==> src/rtl/stable_insertion_sorter_macros.svh <==
// Assertion macros shared by the stable insertion sorter modules.
`ifndef STABLE_INSERTION_SORTER_MACROS_SVH
`define STABLE_INSERTION_SORTER_MACROS_SVH

`ifndef SYNTHESIS
`define SIS_ASSERT_IMPLIES(lbl, ck, rn, ante, cons) \
  lbl: assert property (@(posedge ck) disable iff (!rn) (ante) |-> (cons)) \
    else $error("stable_insertion_sorter: assertion failed");
`define SIS_ASSERT_NEXT(lbl, ck, rn, ante, cons) \
  lbl: assert property (@(posedge ck) disable iff (!rn) (ante) |=> (cons)) \
    else $error("stable_insertion_sorter: assertion failed");
`else
`define SIS_ASSERT_IMPLIES(lbl, ck, rn, ante, cons)
`define SIS_ASSERT_NEXT(lbl, ck, rn, ante, cons)
`endif

`endif

==> src/rtl/sis_pkg.sv <==
// Types and constants shared by the stable insertion sorter.
`timescale 1ns / 1ps
package sis_pkg;

  localparam int KEY_W  = 32;
  localparam int TAG_W  = 8;
  localparam int RANK_W = 4;

  typedef struct packed {
    logic [KEY_W-1:0] time_key;
    logic [TAG_W-1:0] entry_tag;
    logic             last_item;
  } in_item_t;

  typedef struct packed {
    logic [KEY_W-1:0]  sorted_key;
    logic [TAG_W-1:0]  sorted_tag;
    logic [RANK_W-1:0] rank;
    logic              last_result;
    logic              overflowed;
  } out_item_t;

  typedef struct packed {
    logic load_in;
    logic drop;
    logic shift;
    logic place;
    logic emit_load;
  } ctrl_cmd_t;

  typedef struct packed {
    logic full;
    logic greater;
    logic emit_last;
    logic out_free;
  } dp_status_t;

endpackage

==> src/rtl/sis_in_if.sv <==
// Input request channel of the stable insertion sorter.
`timescale 1ns / 1ps
interface sis_in_if;
  logic               valid;
  logic               ready;
  sis_pkg::in_item_t  data;

  modport source (output valid, output data, input ready);
  modport sink (input valid, input data, output ready);
endinterface

==> src/rtl/sis_out_if.sv <==
// Result request channel of the stable insertion sorter.
`timescale 1ns / 1ps
interface sis_out_if;
  logic                valid;
  logic                ready;
  sis_pkg::out_item_t  data;

  modport source (output valid, output data, input ready);
  modport sink (input valid, input data, output ready);
endinterface

==> src/rtl/stable_insertion_sorter.sv <==
// An accepted entry goes after held entries with keys not greater; the scan shifts greater
// ones up, one shift per cycle. in_ready is high only in S_IDLE: no new entry is taken until
// the scan places the last one. Drain: after a last entry, S_EMIT_RD reads each result through
// the store read port and S_EMIT_LD loads it into the free output register, held until taken.
// Reset clears the controller, count, overflow flag and output valid; store data is kept.
`timescale 1ns / 1ps
module stable_insertion_sorter #(
  parameter int ENTRIES  = 16,
  parameter int KEY_BITS = 32
) (
  input  logic       clk,
  input  logic       rst_n,
  sis_in_if.sink     in_req,
  sis_out_if.source  out_req
);
  import sis_pkg::*;

  localparam int SKEY_W = (KEY_BITS < KEY_W) ? KEY_BITS : KEY_W;

  ctrl_cmd_t  cmd;
  dp_status_t sts;

  sis_ctrl u_ctrl (
    .clk          (clk),
    .rst_n        (rst_n),
    .in_valid     (in_req.valid),
    .in_last_item (in_req.data.last_item),
    .in_ready     (in_req.ready),
    .cmd          (cmd),
    .sts          (sts)
  );

  sis_dp #(
    .ENTRIES (ENTRIES),
    .SKEY_W  (SKEY_W)
  ) u_dp (
    .clk       (clk),
    .rst_n     (rst_n),
    .in_data   (in_req.data),
    .cmd       (cmd),
    .sts       (sts),
    .out_ready (out_req.ready),
    .out_valid (out_req.valid),
    .out_data  (out_req.data)
  );

endmodule

==> src/rtl/sis_ctrl.sv <==
// Controller state machine of the stable insertion sorter.
`timescale 1ns / 1ps
`include "stable_insertion_sorter_macros.svh"
module sis_ctrl (
  input  logic                clk,
  input  logic                rst_n,
  input  logic                in_valid,
  input  logic                in_last_item,
  output logic                in_ready,
  output sis_pkg::ctrl_cmd_t  cmd,
  input  sis_pkg::dp_status_t sts
);
  import sis_pkg::*;

  typedef enum logic [1:0] {S_IDLE, S_SCAN, S_EMIT_RD, S_EMIT_LD} state_t;

  state_t state_r, state_nxt;
  logic   last_r, last_nxt;

  always_comb begin
    state_nxt = state_r;
    last_nxt  = last_r;
    cmd       = '0;
    in_ready  = (state_r == S_IDLE);
    unique case (state_r)
      S_IDLE: begin
        if (in_valid) begin
          last_nxt = in_last_item;
          if (sts.full) begin
            cmd.drop  = 1'b1;
            state_nxt = in_last_item ? S_EMIT_RD : S_IDLE;
          end else begin
            cmd.load_in = 1'b1;
            state_nxt   = S_SCAN;
          end
        end
      end
      S_SCAN: begin
        if (sts.greater) begin
          cmd.shift = 1'b1;
        end else begin
          cmd.place = 1'b1;
          state_nxt = last_r ? S_EMIT_RD : S_IDLE;
        end
      end
      S_EMIT_RD: begin
        state_nxt = S_EMIT_LD;
      end
      S_EMIT_LD: begin
        if (sts.out_free) begin
          cmd.emit_load = 1'b1;
          state_nxt     = sts.emit_last ? S_IDLE : S_EMIT_RD;
        end
      end
      default: begin
        state_nxt = S_IDLE;
      end
    endcase
  end

  always_ff @(posedge clk) begin
    if (!rst_n) begin
      state_r <= S_IDLE;
      last_r  <= 1'b0;
    end else begin
      state_r <= state_nxt;
      last_r  <= last_nxt;
    end
  end

  `SIS_ASSERT_NEXT(a_accept_scan, clk, rst_n, in_valid && in_ready && !sts.full, state_r == S_SCAN)
  `SIS_ASSERT_NEXT(a_drop_idle, clk, rst_n,
                   in_valid && in_ready && sts.full && !in_last_item, state_r == S_IDLE)
  `SIS_ASSERT_NEXT(a_final_idle, clk, rst_n, cmd.emit_load && sts.emit_last, state_r == S_IDLE)

endmodule

==> src/rtl/sis_dp.sv <==
// Datapath of the stable insertion sorter: entry store, counters and result register.
`timescale 1ns / 1ps
`include "stable_insertion_sorter_macros.svh"
module sis_dp #(
  parameter int ENTRIES = 16,
  parameter int SKEY_W  = 32
) (
  input  logic                clk,
  input  logic                rst_n,
  input  sis_pkg::in_item_t   in_data,
  input  sis_pkg::ctrl_cmd_t  cmd,
  output sis_pkg::dp_status_t sts,
  input  logic                out_ready,
  output logic                out_valid,
  output sis_pkg::out_item_t  out_data
);
  import sis_pkg::*;

  localparam int IW = $clog2(ENTRIES);
  localparam int CW = $clog2(ENTRIES + 1);
  localparam int EW = SKEY_W + TAG_W;

  logic [EW-1:0]     mem [ENTRIES];
  logic [EW-1:0]     rd_data_r;
  logic [IW-1:0]     rd_addr;
  logic              wr_en;
  logic [IW-1:0]     wr_addr;
  logic [EW-1:0]     wr_data;
  logic [SKEY_W-1:0] rd_key;
  logic [SKEY_W-1:0] key_r;
  logic [TAG_W-1:0]  tag_r;
  logic [IW-1:0]     pos_r;
  logic [IW-1:0]     idx_r;
  logic [CW-1:0]     held_r;
  logic              drop_r;
  logic              out_valid_r;
  out_item_t         out_r;
  logic [IW+RANK_W-1:0] rank_ext;

  assign rd_key   = rd_data_r[EW-1:TAG_W];
  assign rank_ext = {{RANK_W{1'b0}}, idx_r};

  assign sts.full      = (held_r == CW'(ENTRIES));
  assign sts.greater   = (pos_r != '0) && (rd_key > key_r);
  assign sts.emit_last = ((CW'(idx_r) + CW'(1)) == held_r);
  assign sts.out_free  = !out_valid_r || out_ready;

  always_comb begin
    priority if (cmd.load_in) begin
      rd_addr = IW'(held_r - CW'(1));
    end else if (cmd.shift) begin
      rd_addr = pos_r - IW'(1) - IW'(1);
    end else begin
      rd_addr = idx_r;
    end
  end

  always_comb begin
    wr_en   = cmd.shift || cmd.place;
    wr_addr = pos_r;
    wr_data = cmd.shift ? rd_data_r : {key_r, tag_r};
  end

  always_ff @(posedge clk) begin
    if (wr_en) begin
      mem[wr_addr] <= wr_data;
    end
    rd_data_r <= mem[rd_addr];
  end

  always_ff @(posedge clk) begin
    if (cmd.load_in) begin
      key_r <= in_data.time_key[SKEY_W-1:0];
      tag_r <= in_data.entry_tag;
    end
    if (cmd.emit_load) begin
      out_r.sorted_key  <= KEY_W'(rd_key);
      out_r.sorted_tag  <= rd_data_r[TAG_W-1:0];
      out_r.rank        <= rank_ext[RANK_W-1:0];
      out_r.last_result <= sts.emit_last;
      out_r.overflowed  <= drop_r;
    end
  end

  always_ff @(posedge clk) begin
    if (!rst_n) begin
      held_r      <= '0;
      drop_r      <= 1'b0;
      pos_r       <= '0;
      idx_r       <= '0;
      out_valid_r <= 1'b0;
    end else begin
      if (cmd.load_in) begin
        pos_r <= IW'(held_r);
      end
      if (cmd.drop) begin
        drop_r <= 1'b1;
      end
      if (cmd.shift) begin
        pos_r <= pos_r - IW'(1);
      end
      if (cmd.place) begin
        held_r <= held_r + CW'(1);
      end
      if (out_valid_r && out_ready && !cmd.emit_load) begin
        out_valid_r <= 1'b0;
      end
      if (cmd.emit_load) begin
        out_valid_r <= 1'b1;
        if (sts.emit_last) begin
          held_r <= '0;
          drop_r <= 1'b0;
          idx_r  <= '0;
        end else begin
          idx_r <= idx_r + IW'(1);
        end
      end
    end
  end

  assign out_valid = out_valid_r;
  assign out_data  = out_r;

  `SIS_ASSERT_IMPLIES(a_held_bound, clk, rst_n, 1'b1, held_r <= CW'(ENTRIES))
  `SIS_ASSERT_IMPLIES(a_shift_pos, clk, rst_n, cmd.shift, pos_r != '0)
  `SIS_ASSERT_NEXT(a_run_cleared, clk, rst_n, cmd.emit_load && sts.emit_last,
                   held_r == '0 && !drop_r && idx_r == '0)

endmodule
==> src/flat_wrapper.sv <==
// flat-port wrapper written by rule: the top's interface ports become plain ports
module stable_insertion_sorter_flat import sis_pkg::*;
#(
  parameter int ENTRIES  = 16,
  parameter int KEY_BITS = 32
)
  (clk, rst_n, in_req_valid, in_req_data, in_req_ready, out_req_valid, out_req_data, out_req_ready);
  sis_in_if in_req_i ();
  sis_out_if out_req_i ();
  input  logic clk;
  input  logic rst_n;
  input wire logic [$bits(in_req_i.valid)-1:0] in_req_valid;
  input wire logic [$bits(in_req_i.data)-1:0] in_req_data;
  output wire logic [$bits(in_req_i.ready)-1:0] in_req_ready;
  output wire logic [$bits(out_req_i.valid)-1:0] out_req_valid;
  output wire logic [$bits(out_req_i.data)-1:0] out_req_data;
  input wire logic [$bits(out_req_i.ready)-1:0] out_req_ready;
  assign in_req_i.valid = in_req_valid;
  assign in_req_i.data = in_req_data;
  assign in_req_ready = in_req_i.ready;
  assign out_req_valid = out_req_i.valid;
  assign out_req_data = out_req_i.data;
  assign out_req_i.ready = out_req_ready;
  stable_insertion_sorter #(.ENTRIES(ENTRIES), .KEY_BITS(KEY_BITS)) u_core (.clk(clk), .rst_n(rst_n), .in_req(in_req_i), .out_req(out_req_i));
endmodule
==> config.mk <==
export PLATFORM = sky130hd
export DESIGN_NAME = stable_insertion_sorter_flat
export DESIGN_NICKNAME = d
export VERILOG_FILES = /design/src/rtl/sis_pkg.sv /design/src/rtl/sis_in_if.sv /design/src/rtl/sis_out_if.sv /design/src/rtl/stable_insertion_sorter.sv /design/src/rtl/sis_ctrl.sv /design/src/rtl/sis_dp.sv /design/src/flat_wrapper.sv
export VERILOG_INCLUDE_DIRS = /design/src /design/src/rtl
export SDC_FILE = /design/constraint.sdc
export NUM_CORES = 1
export LEC_CHECK = 0
export ABC_AREA = 1
export BUFFER_PORTS_ARGS = -buffer_cell sky130_fd_sc_hd__buf_2
export CAP_MARGIN = 15
export CORE_MARGIN = 4
export CORE_UTILIZATION = 45
export CTS_BUF_LIST = sky130_fd_sc_hd__clkbuf_2 sky130_fd_sc_hd__clkbuf_4 sky130_fd_sc_hd__clkbuf_8
export DETAILED_ROUTE_END_ITERATION = 7
export SLEW_MARGIN = 10
export SYNTH_ARGS = -nofsm -noshare
export SYNTH_HDL_FRONTEND = slang
export SYNTH_SLANG_ARGS = --single-unit
==> constraint.sdc <==
create_clock -name clk -period 4.9 [get_ports clk]
set_input_delay 0.735 -clock clk [delete_from_list [all_inputs] [get_ports clk]]
set_output_delay 0.735 -clock clk [all_outputs]
set_load 0.1 [all_outputs]
# Yosys cells after proc, flatten, opt, wreduce, memory -nomap -nowiden

Memories as Yosys holds them, arrays and structs flattened. A register that Yosys moved wholly into a read port is not among the register bits.
Index checks and enable logic that the tools add are counted.

Flip-flop bits (word level): 104
RAM bits: 640
Memories kept: 1
Logic and storage cells: 76

Memory list:

| name            | words | bits a word | rd ports | clocked after memory_dff | wr ports | line         | text |
|---|---|---|---|---|---|---|---|
| u_core.u_dp.mem | 16    | 40          | 1        | 1                        | 1        | sis_dp.sv:23 | `logic [EW-1:0] mem [ENTRIES];` |

Add/sub/neg operators: 6
Multiplexer cells: 33
Equality and inequality tests: 8
Reductions and logical operators: 13
Magnitude comparators: 1

Operator list:

| cell                | number |
|---|---|
| $mux 40             | 1 |
| $gt 32x32->1        | 1 |
| $mux 2              | 10 |
| $mux 4              | 5 |
| $mux 5              | 3 |
| $mux 1              | 13 |
| $sub 4x1->4 const B | 3 |
| $pmux 2 s4          | 1 |
| $add 4x1->5 const B | 1 |
| $add 5x1->5 const B | 1 |
| $eq 5x5->1          | 1 |
| $eq 5x5->1 const B  | 1 |
| $add 4x1->4 const B | 1 |
| $eq 2x2->1 const B  | 2 |
| $ne 2x2->1 const B  | 2 |
| $reduce_bool 2->1   | 2 |
| $reduce_bool 4->1   | 1 |
| $logic_and 1x1->1   | 3 |
| $reduce_and 3->1    | 1 |
| $eq 2x1->1 const B  | 1 |
| $logic_not 1->1     | 2 |
| $logic_not 2->1     | 1 |
| $logic_or 1x1->1    | 2 |
| $ne 2x1->1 const B  | 1 |
| $reduce_and 2->1    | 1 |

# Longest topological paths before layout

Word-level depth: 8
Depth in mapped cells: 25
Mapped depth without buffers: 22

# Cells and area by module

From an unflattened synthesis, not the netlist that was laid out.

Cells, all modules: 3252
Area total of the unflattened synthesis: 33958.8 um^2

Modules (own cells, without submodules):

| module   | area an instance (um^2) | sequential area each (um^2) | times used | cells an instance |
|---|---|---|---|---|
| sis_dp   | 33729.8                 | 22902.0                     | 1          | 3214 |
| sis_ctrl | 229.0                   | 60.1                        | 1          | 38 |

# Worst setup path before layout

No wires, ideal clock.

Path type: register -> register
Start: register u_core.u_dp.out_valid_r (netlist: u_core.u_dp.out_valid)
End: register u_core.u_dp.idx_r[1]
Arrival time: 3.529 ns
Library setup time: 0.129 ns
Path buffers: 0
Stages on the path, launching flop included: 7
Path slack: 1.242 ns
Cell sequence: dfxtp_1 -> inv_1 -> nor2_1 -> nor2_1 -> inv_1 -> a21oi_1 -> a211oi_1

RTL lines:

| what                     | line          | text |
|---|---|---|
| start: declaration       | sis_dp.sv:36  | `logic out_valid_r;` |
| start signal: assignment | sis_dp.sv:91  | `out_valid_r <= 1'b0;` |
| start signal: assignment | sis_dp.sv:106 | `out_valid_r <= 1'b0;` |
| start signal: assignment | sis_dp.sv:109 | `out_valid_r <= 1'b1;` |
| end signal: assignment   | sis_dp.sv:115 | `idx_r <= idx_r + IW'(1);` |
| end: declaration         | sis_dp.sv:33  | `logic [IW-1:0] idx_r;` |

# Worst setup path in the final report

Start: register u_core.u_dp.key_r[27]
End: register u_core.u_dp.rd_data_r[22], read port of u_core.u_dp.mem

Longest elaborated chain between the ends: 6

RTL lines:

| what                     | line           | text |
|---|---|---|
| start: declaration       | sis_dp.sv:30   | `logic [SKEY_W-1:0] key_r;` |
| start signal: assignment | sis_dp.sv:73   | `key_r <= in_data.time_key[SKEY_W-1:0];` |
| $gt 32x32->1             | sis_dp.sv:44   | `assign sts.greater = (pos_r != '0) && (rd_key > key_r);` |
| $logic_and 1x1->1        | sis_dp.sv:44   |  |
| $mux 1                   | sis_ctrl.sv:39 | `if (sts.greater) begin` |
| $mux 2                   | sis_ctrl.sv:25 | `unique case (state_r)` |
| $mux 4                   | sis_dp.sv:51   | `end else if (cmd.shift) begin` |
| $mux 4                   | sis_dp.sv:49   | `priority if (cmd.load_in) begin` |
| end: declaration         | sis_dp.sv:24   | `logic [EW-1:0] rd_data_r;` |

Every way passes these cells.
A chain may end at the register's enable or synchronous reset.

==> impl_metrics.json <==
{
  "clock_insertion_delay_worst_skew_ns": 0.78,
  "floorplan.io_pins": 93,
  "cts_root_buffer": "sky130_fd_sc_hd__clkbuf_8",
  "ys_async_sr_fraction_pct": 0,
  "fin_nets": 3479,
  "wire_per_inst_um": 20.5,
  "synth-edff-count": 726,
  "die_h_um": 286,
  "min_to": "u_core.u_dp.key_r[17]",
  "layout_min_cycle_time_ns": 4.43,
  "yosys-top-cells-area": "sky130_fd_sc_hd__edfxtp_1 63%, sky130_fd_sc_hd__nand3_1 8.2%, sky130_fd_sc_hd__inv_1 7.7%, sky130_fd_sc_hd__nand4_1 5.8%, sky130_fd_sc_hd__nand2_1 5.3%",
  "totalWireLength_um": 92800,
  "top_cell_type_s_share_of_synthesized_area_pct": 62.8,
  "synthesis.area_mm2": 0.0347,
  "clock_tree.htree_level_count": 4,
  "cpMaxStageDelayCell": "sky130_fd_sc_hd__nand3_4",
  "path_delay_family": "simple AND/OR/NAND/NOR gates",
  "detailroute.via_count": 24100,
  "register_to_register_path_setup_slack_ns": 0.47,
  "grt_first_pass_wirelength_um": 141000,
  "timing.critical_path.depth": 17,
  "min_delay_path_depth": 1,
  "report.final.slew_viol_count": 0,
  "hold_start": "in_req_data[26]",
  "critical-path-max-stage-delay_ns": 0.73,
  "setup_viol": 0,
  "cp_data_arrival_time_ns": 5.05,
  "final_cell_count_no_fill": 4526,
  "drive_gt1_share_pct": 12.6,
  "startpoint_type": "flip-flop",
  "worst_r2r_startpoint": "u_core.u_dp.key_r[27]",
  "timing.critical_path.cells": "inv_1, ha_1, nand2_1, nor2_1, nand2_1, nor2_1, nand4_1, and2_4, nand3_2, nand3_4, nand3_4, buf_12, nand2_1, nand3_1, nand3_1, nand3_1, nand2_1",
  "global_route.overflow_total": 0,
  "post_cts.repair.setup_buffers": 0,
  "worst_setup_path_end_kind": "flip-flop",
  "total_leakage_power_uw": 0.0166,
  "detailedRoute.firstIterationViolations": 2385,
  "synthDistinctLibCells": 42,
  "synth.largest_area_cell": "sky130_fd_sc_hd__edfxtp_1",
  "core_rows": 101,
  "antenna_violating_nets_post_route": 0,
  "classification_of_the_worst_setup_path": "reg -> reg",
  "coreArea_mm2": 0.0762,
  "starting_density_pct": 45.5,
  "synth.cells.most_frequent": "726 x sky130_fd_sc_hd__edfxtp_1, 708 x sky130_fd_sc_hd__inv_1, 570 x sky130_fd_sc_hd__nand3_1, 489 x sky130_fd_sc_hd__nand2_1, 323 x sky130_fd_sc_hd__nand4_1",
  "grt_util_all_layers_pct": 22.6,
  "max_slew_margin_pct": 22.9,
  "antenna_found_initial": 2,
  "max_freq_mhz": 226,
  "unrepaired_setup_endpoints_after_global_routing": "no",
  "cts.clk_slew.worst_paths_ns": 0.06,
  "gp_congestion": 0.768,
  "die_area_mm2": 0.0816,
  "yosysSeqAreaShare_pct": 66.2,
  "synth-seq-cells": 784,
  "timing.setup.tns_ns": 0,
  "drc_errors": 0,
  "final_hold_viol_count": 0,
  "worst-path-buf-inv": 2,
  "status": "complete, no violations",
  "number_of_global_route_vias_before_repair": 23300,
  "grt_max_degree": 186,
  "final.setup_skew_ns": 0.0374,
  "syn_to_final_growth_pct": 13.3,
  "ir_drop_mv": 0.247,
  "maxCapViolCount": 0,
  "synth.most_common_cell": "sky130_fd_sc_hd__edfxtp_1",
  "worstReg2RegEnd": "u_core.u_dp.rd_data_r[22]",
  "synth_flop_cell": "sky130_fd_sc_hd__edfxtp_1",
  "first_pass_iters": 5,
  "power_density_mw_per_mm2": 406,
  "r2r_worst_path_depth": 17,
  "cts_tree": "built",
  "cpMostUsedCell": "sky130_fd_sc_hd__nand2_1",
  "hold_path.class": "in -> reg",
  "synth-warning-count": 0,
  "hpwl_dp_um": 46100,
  "postSynthNetCount": 3370,
  "post_cts.resized_instances": 0,
  "fp.dieW_um": 286,
  "final_core_util_pct": 51.6,
  "place.detailed.instances": 4286,
  "syn-instance-count": 3283,
  "clockBufferDepth": 3,
  "max_slew.worst_pin.slew_ns": 1.15,
  "final.fill_count": 6721,
  "synth.avg_cell_area_um2": 10.6,
  "worstPathRequired_ns": 5.52,
  "hold_buffers": 0,
  "port_buffers": 92,
  "cts.sinks": 784,
  "viasPerCell": 5.33,
  "worstPathMaxFanout": 70,
  "design_power_total_uw": 16000,
  "timing.final.crit_share_pct": 90.5,
  "total_clock_buffers_created_by_cts": 134
}
## registers in the layout, summed over array words and instances, names as in the netlist
register	flops
u_core.u_dp.held_r	5
u_core.u_dp.out_data	46
u_core.u_ctrl.last_r	1
u_core.u_dp.out_valid	1
u_core.u_ctrl.state_r	2
u_core.u_dp.mem	640
u_core.u_dp.tag_r	8
u_core.u_dp.idx_r	4
u_core.u_dp.key_r	32
u_core.u_dp.drop_r	1
u_core.u_dp.rd_data_r	40
u_core.u_dp.pos_r	4
## report_power, final
| part | switching (uW) | internal [uW] |
|---|---|---|
| sequential | 166 | 7640 |
| combinational | 1630 | 687 |
| clock | 2620 | 3230 |
| total | 4410 | 11600 |
## layout by cell type (no fill, tap or decap), types with 18 or more instances in the layout
cell,netlist,layout
sky130_fd_sc_hd__inv_1,708,707
sky130_fd_sc_hd__nor2_4,1,18
sky130_fd_sc_hd__dfxtp_1,58,58
sky130_fd_sc_hd__clkinv_1,0,20
sky130_fd_sc_hd__a21oi_1,27,27
sky130_fd_sc_hd__ha_1,42,42
sky130_fd_sc_hd__buf_4,5,63
sky130_fd_sc_hd__buf_2,76,92
sky130_fd_sc_hd__nor2_1,43,26
sky130_fd_sc_hd__nand2_1,489,487
sky130_fd_sc_hd__o21ai_0,41,41
sky130_fd_sc_hd__edfxtp_1,726,726
sky130_fd_sc_hd__buf_12,0,26
sky130_fd_sc_hd__clkbuf_4,0,55
sky130_fd_sc_hd__clkbuf_8,0,148
sky130_fd_sc_hd__nand4_1,323,323
sky130_fd_sc_hd__nand3_1,570,569
## metrics by stage
stage          hold WS, ns  cell area, um2  worst slack (ns)
2_1_floorplan        0.408           34700              1.24
3_3_place_gp         0.423           36700             0.610
3_5_place_dp         0.424           36700             0.560
4_1_cts             0.0466           39300             0.520
5_1_grt             0.0649           39300             0.296
6_report             0.130           39300             0.466
## how the worst max path moves through the flow
stage / startpoint / end / slack [ns]
6_report: u_core.u_dp.key_r[27] / u_core.u_dp.rd_data_r[22] / 0.47
5_1_grt: u_core.u_dp.key_r[27] / u_core.u_dp.rd_data_r[15] / 0.30
4_1_cts: u_core.u_dp.key_r[27] / u_core.u_dp.rd_data_r[22] / 0.52
3_5_place_dp: u_core.u_dp.key_r[27] / u_core.u_dp.rd_data_r[22] / 0.56
3_3_place_gp: u_core.u_dp.key_r[27] / u_core.u_dp.rd_data_r[19] / 0.61
2_1_floorplan: u_core.u_dp.out_valid / u_core.u_dp.idx_r[1] / 1.24
## cells by family (layout without fill, tap and decap cells)
group	after synthesis	count (layout)	share of synthesized area [%]
and+or+nand+nor	1443	1443	20.2
buffers and inverters	920	1132	10.5
DFF	784	784	66.2
AOI/OAI and AO/OA	83	83	1.31
adders and majority gates	42	42	1.51
xor gates and xnor gates	11	11	0.278
other	0	1	0
## final cells by class
| type | instances | area (um2) | area share (%) |
|---|---|---|---|
| multi-input cells | 1579 | 8290 | 21.1 |
| diodes | 1 | 2.50 | 0.00636 |
| well taps | 1030 | 1290 | 3.28 |
| inverters | 712 | 2670 | 6.80 |
| repair buffers | 181 | 1450 | 3.70 |
| clock buffers | 203 | 2450 | 6.23 |
| flip-flops and latches | 784 | 23000 | 58.4 |
| clock inverters | 36 | 206 | 0.525 |
## routing by layer
layer	vias up	part of all wire (%)	GRT usage, %	routed length (um)
met5	-	0	0	0
met4	0	2.7	7.99	2520
met3	173	7.5	4.38	6920
met2	960	46	36.1	43100
met1	11600	43	31.0	40300
li1	11400	-	-	-
No activity file was read; power rests on OpenSTA's default activity.
